**src/hw/rtl/rrqs_pkg.sv**
```systemverilog
package rrqs_pkg;

  localparam int TASK_ID_W = 8;
  localparam int TIME_W    = 16;
  localparam int STATUS_W  = 3;

  // Result buffer: four entries, so a step's two results fit behind two waiting ones
  localparam int OUT_DEPTH = 4;
  localparam int OUT_IDX_W = 2;
  localparam int OUT_CNT_W = 3;

  localparam logic [TIME_W-1:0] QUANTUM_RESET = 16'd4;

  localparam logic ACT_ADD    = 1'b0;
  localparam logic ACT_STEP   = 1'b1;
  localparam logic SIDE_LEFT  = 1'b0;
  localparam logic SIDE_RIGHT = 1'b1;

  typedef enum logic [STATUS_W-1:0] {
    ST_REQUEUED = 3'd0,
    ST_FINISHED = 3'd1,
    ST_IDLE     = 3'd2,
    ST_ADDED    = 3'd3,
    ST_DROPPED  = 3'd4
  } status_t;

  typedef enum logic {
    S_IDLE,
    S_SERVE
  } state_t;

  typedef struct packed {
    logic rd;
    logic push;
    logic pop;
  } q_cmd_t;

  typedef struct packed {
    logic                 last;
    status_t              status;
    logic                 queue_side;
    logic [TASK_ID_W-1:0] served_id;
    logic [TIME_W-1:0]    ran_time;
    logic [TIME_W-1:0]    time_left;
  } res_t;

endpackage

```
**src/hw/rtl/rrqs_queue.sv**
```systemverilog
module rrqs_queue #(
  parameter int  DEPTH = 16,
  parameter int  ID_W  = 8,
  localparam int IDX_W = $clog2(DEPTH),
  localparam int CNT_W = $clog2(DEPTH + 1)
) (
  input  logic                        clk,
  input  logic                        rst,
  input  rrqs_pkg::q_cmd_t            cmd,
  input  logic [ID_W-1:0]             wr_id,
  input  logic [rrqs_pkg::TIME_W-1:0] wr_rem,
  output logic [ID_W-1:0]             rd_id,
  output logic [rrqs_pkg::TIME_W-1:0] rd_rem,
  output logic [CNT_W-1:0]            count
);

  localparam int ENTRY_W = ID_W + rrqs_pkg::TIME_W;
  localparam int SUM_W   = CNT_W + 1;

  logic [ENTRY_W-1:0] mem [DEPTH];
  logic [ENTRY_W-1:0] rd_data;
  logic [IDX_W-1:0]   head;
  logic [IDX_W-1:0]   head_inc;
  logic [SUM_W-1:0]   tail_sum;
  logic [SUM_W-1:0]   tail_wrap;
  logic [IDX_W-1:0]   tail;

  // Tail slot: head plus count, folded once into the ring
  always_comb begin
    tail_sum  = SUM_W'(head) + SUM_W'(count);
    tail_wrap = tail_sum - SUM_W'(DEPTH);
    tail      = (tail_sum >= SUM_W'(DEPTH)) ? tail_wrap[IDX_W-1:0] : tail_sum[IDX_W-1:0];
    head_inc  = (head == IDX_W'(DEPTH - 1)) ? '0 : head + 1'b1;
  end

  always_ff @(posedge clk) begin
    if (cmd.push) begin
      mem[tail] <= {wr_id, wr_rem};
    end
    if (cmd.rd) begin
      rd_data <= mem[head];
    end
  end

  assign rd_id  = rd_data[ENTRY_W-1:rrqs_pkg::TIME_W];
  assign rd_rem = rd_data[rrqs_pkg::TIME_W-1:0];

  always_ff @(posedge clk) begin
    if (rst) begin
      head  <= '0;
      count <= '0;
    end else begin
      if (cmd.pop) begin
        head <= head_inc;
      end
      unique case ({cmd.push, cmd.pop})
        2'b10:   count <= count + 1'b1;
        2'b01:   count <= count - 1'b1;
        default: count <= count;
      endcase
    end
  end

  a_count_range: assert property (@(posedge clk) disable iff (rst)
    count <= CNT_W'(DEPTH))
    else $error("queue count beyond depth");

  a_pop_nonempty: assert property (@(posedge clk) disable iff (rst)
    cmd.pop |-> (count != '0))
    else $error("pop from empty queue");

  a_push_room: assert property (@(posedge clk) disable iff (rst)
    (cmd.push && !cmd.pop) |-> (count < CNT_W'(DEPTH)))
    else $error("push into full queue");

endmodule

```
**src/hw/rtl/round_robin_quantum_scheduler.sv**
```systemverilog
// Timing: an add result is registered into the result buffer as the item is accepted; step
//   results pass through the queue read registers holding the head entries, then the buffer.
// Flow: a step goes through a head read, then serve and write back, and holds off input until
//   done; input is also held off while the four-entry result buffer has under two free slots.
// Reset: both queues empty (head and count zero), quantum 4, result buffer empty.
//   Queue memories are not cleared; a head read of an empty queue is never used.
module round_robin_quantum_scheduler #(
  parameter int QUEUE_DEPTH = 16,
  parameter int ID_WIDTH    = 8
) (
  input  logic        clk,
  input  logic        rst,
  // Quantum register write channel
  input  logic        cfg_valid,
  output logic        cfg_ready,
  input  logic [15:0] cfg_data,
  // Input items
  input  logic        s_axis_tvalid,
  output logic        s_axis_tready,
  input  logic [23:0] s_axis_tdata,   // task_id[7:0], burst_time[23:8]
  input  logic [1:0]  s_axis_tuser,   // action[0], side[1]
  // Result items
  output logic        m_axis_tvalid,
  input  logic        m_axis_tready,
  output logic [39:0] m_axis_tdata,   // served_id[7:0], ran_time[23:8], time_left[39:24]
  output logic [3:0]  m_axis_tuser,   // queue_side[0], status[3:1]
  output logic        m_axis_tlast
);

  localparam int CNT_W = $clog2(QUEUE_DEPTH + 1);
  localparam int TW    = rrqs_pkg::TIME_W;

  rrqs_pkg::state_t state, state_next;

  logic [TW-1:0] quantum;
  logic [TW-1:0] qu_eff;

  logic                              s_acc, m_acc, is_step, add_side;
  logic [rrqs_pkg::TASK_ID_W-1:0]    in_id;
  logic [TW-1:0]                     in_burst;
  logic [ID_WIDTH-1:0]               in_id_kept;

  rrqs_pkg::q_cmd_t    l_cmd, r_cmd;
  logic [ID_WIDTH-1:0] l_wr_id, r_wr_id, l_rd_id, r_rd_id;
  logic [TW-1:0]       l_wr_rem, r_wr_rem, l_rd_rem, r_rd_rem;
  logic [CNT_W-1:0]    l_count, r_count;
  logic                l_busy, r_busy, l_full, r_full, add_full;

  logic [TW-1:0] l_ran, r_ran, l_left, r_left;
  logic          l_requeue, r_requeue;

  rrqs_pkg::res_t add_res, l_res, r_res, idle_res;
  rrqs_pkg::res_t wr0_data, wr1_data, out_res;
  logic           wr0_en, wr1_en;

  rrqs_pkg::res_t                  obuf [rrqs_pkg::OUT_DEPTH];
  logic [rrqs_pkg::OUT_IDX_W-1:0]  ord, owr;
  logic [rrqs_pkg::OUT_CNT_W-1:0]  ocount;

  // Unpack the input item
  assign is_step    = (s_axis_tuser[0] == rrqs_pkg::ACT_STEP);
  assign add_side   = s_axis_tuser[1];
  assign in_id      = s_axis_tdata[7:0];
  assign in_burst   = s_axis_tdata[23:8];
  assign in_id_kept = ID_WIDTH'(in_id);

  // Quantum register; zero is stored but acts as one
  assign cfg_ready = 1'b1;
  always_ff @(posedge clk) begin
    if (rst) begin
      quantum <= rrqs_pkg::QUANTUM_RESET;
    end else if (cfg_valid && cfg_ready) begin
      quantum <= cfg_data;
    end
  end
  assign qu_eff = (quantum == '0) ? TW'(1) : quantum;

  // Queue occupancy. Counts stay put from step acceptance into the serve cycle.
  assign l_busy   = (l_count != '0);
  assign r_busy   = (r_count != '0);
  assign l_full   = (l_count == CNT_W'(QUEUE_DEPTH));
  assign r_full   = (r_count == CNT_W'(QUEUE_DEPTH));
  assign add_full = (add_side == rrqs_pkg::SIDE_RIGHT) ? r_full : l_full;

  // Serve arithmetic on the head entries read last cycle
  always_comb begin
    l_ran     = (l_rd_rem < qu_eff) ? l_rd_rem : qu_eff;
    r_ran     = (r_rd_rem < qu_eff) ? r_rd_rem : qu_eff;
    l_left    = l_rd_rem - l_ran;
    r_left    = r_rd_rem - r_ran;
    l_requeue = (l_left != '0);
    r_requeue = (r_left != '0);
  end

  // Next state
  always_comb begin
    state_next = state;
    unique case (state)
      rrqs_pkg::S_IDLE:  if (s_acc && is_step) state_next = rrqs_pkg::S_SERVE;
      rrqs_pkg::S_SERVE: state_next = rrqs_pkg::S_IDLE;
      default:           state_next = rrqs_pkg::S_IDLE;
    endcase
  end

  always_ff @(posedge clk) begin
    if (rst) begin
      state <= rrqs_pkg::S_IDLE;
    end else begin
      state <= state_next;
    end
  end

  // Control outputs: accept only in the idle state and when the buffer can absorb a full step
  always_comb begin
    s_axis_tready = (state == rrqs_pkg::S_IDLE) &&
                    (ocount <= rrqs_pkg::OUT_CNT_W'(rrqs_pkg::OUT_DEPTH - 2));
    s_acc = s_axis_tvalid && s_axis_tready;

    l_cmd = '0;
    r_cmd = '0;
    l_wr_id  = in_id_kept;
    r_wr_id  = in_id_kept;
    l_wr_rem = in_burst;
    r_wr_rem = in_burst;

    unique case (state)
      rrqs_pkg::S_IDLE: begin
        // Step: fetch both heads. Add: append at the tail if there is room.
        l_cmd.rd   = s_acc && is_step;
        r_cmd.rd   = s_acc && is_step;
        l_cmd.push = s_acc && !is_step && (add_side == rrqs_pkg::SIDE_LEFT) && !l_full;
        r_cmd.push = s_acc && !is_step && (add_side == rrqs_pkg::SIDE_RIGHT) && !r_full;
      end
      rrqs_pkg::S_SERVE: begin
        // Drop the head, and put it back at the tail while time remains
        l_cmd.pop  = l_busy;
        r_cmd.pop  = r_busy;
        l_cmd.push = l_busy && l_requeue;
        r_cmd.push = r_busy && r_requeue;
        l_wr_id    = l_rd_id;
        r_wr_id    = r_rd_id;
        l_wr_rem   = l_left;
        r_wr_rem   = r_left;
      end
      default: begin
        l_cmd = '0;
        r_cmd = '0;
      end
    endcase
  end

  rrqs_queue #(
    .DEPTH (QUEUE_DEPTH),
    .ID_W  (ID_WIDTH)
  ) u_left (
    .clk    (clk),
    .rst    (rst),
    .cmd    (l_cmd),
    .wr_id  (l_wr_id),
    .wr_rem (l_wr_rem),
    .rd_id  (l_rd_id),
    .rd_rem (l_rd_rem),
    .count  (l_count)
  );

  rrqs_queue #(
    .DEPTH (QUEUE_DEPTH),
    .ID_W  (ID_WIDTH)
  ) u_right (
    .clk    (clk),
    .rst    (rst),
    .cmd    (r_cmd),
    .wr_id  (r_wr_id),
    .wr_rem (r_wr_rem),
    .rd_id  (r_rd_id),
    .rd_rem (r_rd_rem),
    .count  (r_count)
  );

  // Build result items
  always_comb begin
    add_res.last       = 1'b1;
    add_res.status     = add_full ? rrqs_pkg::ST_DROPPED : rrqs_pkg::ST_ADDED;
    add_res.queue_side = add_side;
    add_res.served_id  = rrqs_pkg::TASK_ID_W'(in_id_kept);
    add_res.ran_time   = '0;
    add_res.time_left  = in_burst;

    l_res.last       = 1'b1;
    l_res.status     = l_requeue ? rrqs_pkg::ST_REQUEUED : rrqs_pkg::ST_FINISHED;
    l_res.queue_side = rrqs_pkg::SIDE_LEFT;
    l_res.served_id  = rrqs_pkg::TASK_ID_W'(l_rd_id);
    l_res.ran_time   = l_ran;
    l_res.time_left  = l_left;

    r_res.last       = 1'b1;
    r_res.status     = r_requeue ? rrqs_pkg::ST_REQUEUED : rrqs_pkg::ST_FINISHED;
    r_res.queue_side = rrqs_pkg::SIDE_RIGHT;
    r_res.served_id  = rrqs_pkg::TASK_ID_W'(r_rd_id);
    r_res.ran_time   = r_ran;
    r_res.time_left  = r_left;

    idle_res            = '0;
    idle_res.last       = 1'b1;
    idle_res.status     = rrqs_pkg::ST_IDLE;
    idle_res.queue_side = rrqs_pkg::SIDE_LEFT;

    wr0_en   = 1'b0;
    wr1_en   = 1'b0;
    wr0_data = add_res;
    wr1_data = r_res;

    priority if (state == rrqs_pkg::S_IDLE) begin
      wr0_en = s_acc && !is_step;
    end else if (l_busy && r_busy) begin
      // Left first, right carries the last mark
      wr0_en        = 1'b1;
      wr1_en        = 1'b1;
      wr0_data      = l_res;
      wr0_data.last = 1'b0;
    end else if (l_busy) begin
      wr0_en   = 1'b1;
      wr0_data = l_res;
    end else if (r_busy) begin
      wr0_en   = 1'b1;
      wr0_data = r_res;
    end else begin
      wr0_en   = 1'b1;
      wr0_data = idle_res;
    end
  end

  // Result buffer: up to two writes per cycle, one read
  always_ff @(posedge clk) begin
    if (wr0_en) begin
      obuf[owr] <= wr0_data;
    end
    if (wr1_en) begin
      obuf[owr + 1'b1] <= wr1_data;
    end
  end

  assign m_acc = m_axis_tvalid && m_axis_tready;

  always_ff @(posedge clk) begin
    if (rst) begin
      ord    <= '0;
      owr    <= '0;
      ocount <= '0;
    end else begin
      owr    <= owr + rrqs_pkg::OUT_IDX_W'(wr0_en) + rrqs_pkg::OUT_IDX_W'(wr1_en);
      ord    <= ord + rrqs_pkg::OUT_IDX_W'(m_acc);
      ocount <= ocount + rrqs_pkg::OUT_CNT_W'(wr0_en) + rrqs_pkg::OUT_CNT_W'(wr1_en)
                - rrqs_pkg::OUT_CNT_W'(m_acc);
    end
  end

  assign out_res       = obuf[ord];
  assign m_axis_tvalid = (ocount != '0);
  assign m_axis_tdata  = {out_res.time_left, out_res.ran_time, out_res.served_id};
  assign m_axis_tuser  = {out_res.status, out_res.queue_side};
  assign m_axis_tlast  = out_res.last;

  a_obuf_bound: assert property (@(posedge clk) disable iff (rst)
    ocount <= rrqs_pkg::OUT_CNT_W'(rrqs_pkg::OUT_DEPTH))
    else $error("result buffer overflow");

  a_serve_room: assert property (@(posedge clk) disable iff (rst)
    (state == rrqs_pkg::S_SERVE) |->
      (ocount <= rrqs_pkg::OUT_CNT_W'(rrqs_pkg::OUT_DEPTH - 2)))
    else $error("no room for step results");

  a_accept_progress: assert property (@(posedge clk) disable iff (rst)
    s_acc |=> (m_axis_tvalid || (state == rrqs_pkg::S_SERVE)))
    else $error("accepted item produced no progress");

endmodule
```
**config.mk**
```make
export PLATFORM = sky130hd
export DESIGN_NAME = round_robin_quantum_scheduler
export DESIGN_NICKNAME = d
export VERILOG_FILES = /design/src/hw/rtl/rrqs_pkg.sv /design/src/hw/rtl/rrqs_queue.sv /design/src/hw/rtl/round_robin_quantum_scheduler.sv
export SDC_FILE = /design/constraint.sdc
export NUM_CORES = 1
export LEC_CHECK = 0
export BUFFER_PORTS_ARGS = -buffer_cell sky130_fd_sc_hd__buf_4
export CORE_ASPECT_RATIO = 1.4
export CORE_MARGIN = 1.5
export CORE_UTILIZATION = 30
export DETAILED_ROUTE_END_ITERATION = 8
export GPL_TIMING_DRIVEN = 0
export PLACE_DENSITY_LB_ADDON = 0.12
export SYNTH_ARGS = -nofsm -noshare
export SYNTH_HDL_FRONTEND = slang
export SYNTH_SLANG_ARGS = --single-unit
```
**constraint.sdc**
```tcl
create_clock -name clk -period 16.95 [get_ports clk]
set_input_delay 5.085 -clock clk [delete_from_list [all_inputs] [get_ports clk]]
set_output_delay 5.085 -clock clk [all_outputs]
set_load 0.03 [all_outputs]
```
==> metrics.txt <==
Startpoint Class register; critical path's slowest cell nor3b_2; synthesized area 0.0450 sq mm; Die Y approximately 460 um; hold-critical path depth 1; overall fraction of global-route tracks in use 19.7%; cts bufs inserted 105; Hold EP obuf[0][44]; Final Cell Area 0.0533 sq mm; most frequent cells in the layout edfxtp_1, mux4_2, clkbuf_1, o22ai_1, nand2_1; Min-Delay Startpoint obuf[0][44]; Synth Flop Type edfxtp_1; Die Wd 330 um; cts hold-fix bufs 0; P per Cell Area between 100 and 150 mW/mm^2; post-DP HPWL 109 mm; WL final ~150 mm; post-CTS sizing 0; ant diodes 0; Clock Root Buffer clkbuf_16; Leak between 0.015 and 0.02 uW; CTS tree yes; Final ANT Viol Nets 0; Netlist cell types 90; clock buffer depth 3; Routed wire per std cell 30.3 um; Setup crit end kind register; io pins between 90 and 100; TNS Setup 0 ns; Most common cell on crit path a21oi_1; normalized max-slew margin about 6.8%; nets 3015; setup repair bufs after CTS 0; Synth Instances 2596; placed cell area 0.0498 sq mm; Avg Cell Area, Syn 17.3 sq um; gr ovfl total 0; register area 0.0306 sq mm; crit-path max FO 10; Post-synth EDFFs 980; # DRC 0; syn_nets 2720; Fillers 14100; Clock Sinks a little over 1000; hold_ws 0.471 ns; via/cell ratio 5.36; core area 0.149 sq mm; Slew Viols, Final 0; Rows 168; share of layout cells above drive strength 1 around a quarter; number of setup violations in the final report 0; Initial Util a little under a third; Worst Tran Pin Value 1.38 ns; worst path bufs/invs 7; Final period util 57.6%; DRC violation total after the first TritonRoute iteration 2574; clock latency on the worst-skew pair 0.76 ns; Synth warnings 0; number of max-cap violations 0; cell family contributing the most delay on the critical path compound AO/OA/AOI/OAI gates; Max Fclk 102 MHz; initial antenna violation count 3; drt first pass iters 8; total number of vias around 26000; htree depth 3; Seq/Total Area, Yosys around two thirds; worst endpoint data arrival time 10.44 ns; vias in the first global route around 27000; Clk pin slew, worst setup/hold paths 0.06 ns; RSZ-0062 raised after global routing false; Synth Register Bits ~1000; Area Overhead vs Synth 18.5%; FF-to-FF path depth 33; commonest non-fill, non-tap cell in the layout edfxtp_1; RR Startpoint quantum[10]; final setup skew 0.0389 ns; status finished clean; FF-to-FF End u_right.count[4]; gpl congestion 0.894; Max VDD drop 0.0882 mV; IO buf count 92; DIE AREA 0.152 sq mm; Critical Path RT 17.63 ns; Tmin final 9.76 ns; first-pass GRT wire length approximately 210 mm; critical path class register to register; R2R setup slack 7.19 ns; max incr delay on CP between 0.9 and 1 ns; Post-synth ARST share 0%; multi-input logic area roughly 0.014 sq mm; Hold WC Path Type register to register; fin util 35.7%; Final Hold Fails 0; largest net degree at the start of global routing 36
-- cells by family after synthesis --
family          Yosys count  synth area share, %
xor+xnor                 52                 1.01
other cells               1              0.00833
flops                  1038                 67.9
compound gates          497                 7.47
simple gates            395                 4.18
mux                     326                 15.2
buf+inv                 205                 1.80
fa+ha+maj                82                 2.36
-- worst reg2reg max path, delay by kind of cell (launching register included) --
kind,cells,cell delay [ns]
buf+inv,7,1.82
mux,1,0.68
compound gates,12,2.99
xor+xnor,2,0.33
flops,1,0.31
fa+ha+maj,5,1.54
simple gates,6,2.02
-- stage by stage --
step / setup WS [ns] / power, uW / instances
CTS: 7.25 / 6610 / 4931
detailed placement: 7.31 / 4230 / 4738
global placement: 3.63 / 4190 / 4643
finish: 7.19 / 6550 / 4932
global route: 6.74 / 6770 / 4932
floorplan: 8.63 / 3730 / 2596
-- cells in the mapped netlist (all sizes together) (8+ instances only) --
cell type | instances | area, sq um
dfxtp | 58 | 1160
nor2 | 103 | 387
xor2 | 27 | 236
mux4 | 285 | 6420
a21o | 24 | 188
clkbuf | 116 | 435
nand2 | 130 | 488
a22oi | 13 | 103
mux2i | 35 | 363
nor2b | 28 | 178
edfxtp | 980 | 29400
o22ai | 129 | 807
ha | 71 | 888
o211ai | 8 | 60.1
a211oi | 25 | 200
nand2b | 20 | 125
inv | 49 | 184
xnor2 | 25 | 219
o21bai | 9 | 67.6
buf | 40 | 191
o21ai | 76 | 395
nand3 | 27 | 148
o22a | 16 | 140
o21a | 13 | 97.6
or3 | 14 | 87.6
nor4 | 13 | 87.6
a21oi | 94 | 482
nor3 | 27 | 135
a22o | 36 | 315
-- where the power goes --
part	total (uW)	internal, uW	leakage, uW	switching, uW
clock	2370	1340	0.00169	1030
sequential	3000	2950	0.00941	53.4
combinational	1180	380	0.00567	796
total	6550	4670	0.0168	1880
-- registers in the layout (all words and copies together) (netlist names) --
name             cells
state                1
u_left.mem         384
obuf               180
u_right.count        5
u_left.head          4
u_right.head         4
u_left.count         5
owr                  2
quantum             16
u_left.rd_data      24
u_right.rd_data     24
ord                  2
ocount               3
u_right.mem        384
-- worst max-delay path by stage --
stage / from / endpoint / slack [ns] / cells after the start
after floorplan: s_axis_tvalid / u_left.mem[13][0] / 8.63 / 4
after global placement: quantum[10] / u_left.mem[9][15] / 3.63 / 21
after detailed placement: quantum[14] / u_right.count[4] / 7.31 / 32
after CTS: quantum[14] / u_right.count[4] / 7.25 / 32
after global routing: quantum[10] / u_right.count[4] / 6.74 / 33
final: quantum[10] / u_right.count[4] / 7.19 / 33
-- routing by layer --
metal	wire length [um]	up-vias	GRT usage (%)
met5	23	-	0
met1	58200	14000	24.1
met2	78100	932	35.0
met3	7610	219	2.62
li1	-	11200	-
met4	5630	4	7.62
-- area by class of cell --
| type | instances | area share (%) |
|---|---|---|
| Multi-Input combinational cell | 1353 | 26.2 |
| Sequential cell | 1038 | 57.4 |
| Inverter | 49 | 0.345 |
| Timing Repair Buffer | 188 | 3.82 |
| Tap cell | 1955 | 4.59 |
| Clock inverter | 67 | 1.43 |
| Buffer | 156 | 1.18 |
| Clock buffer | 126 | 5.07 |
Power figures use the tool's default switching activity.
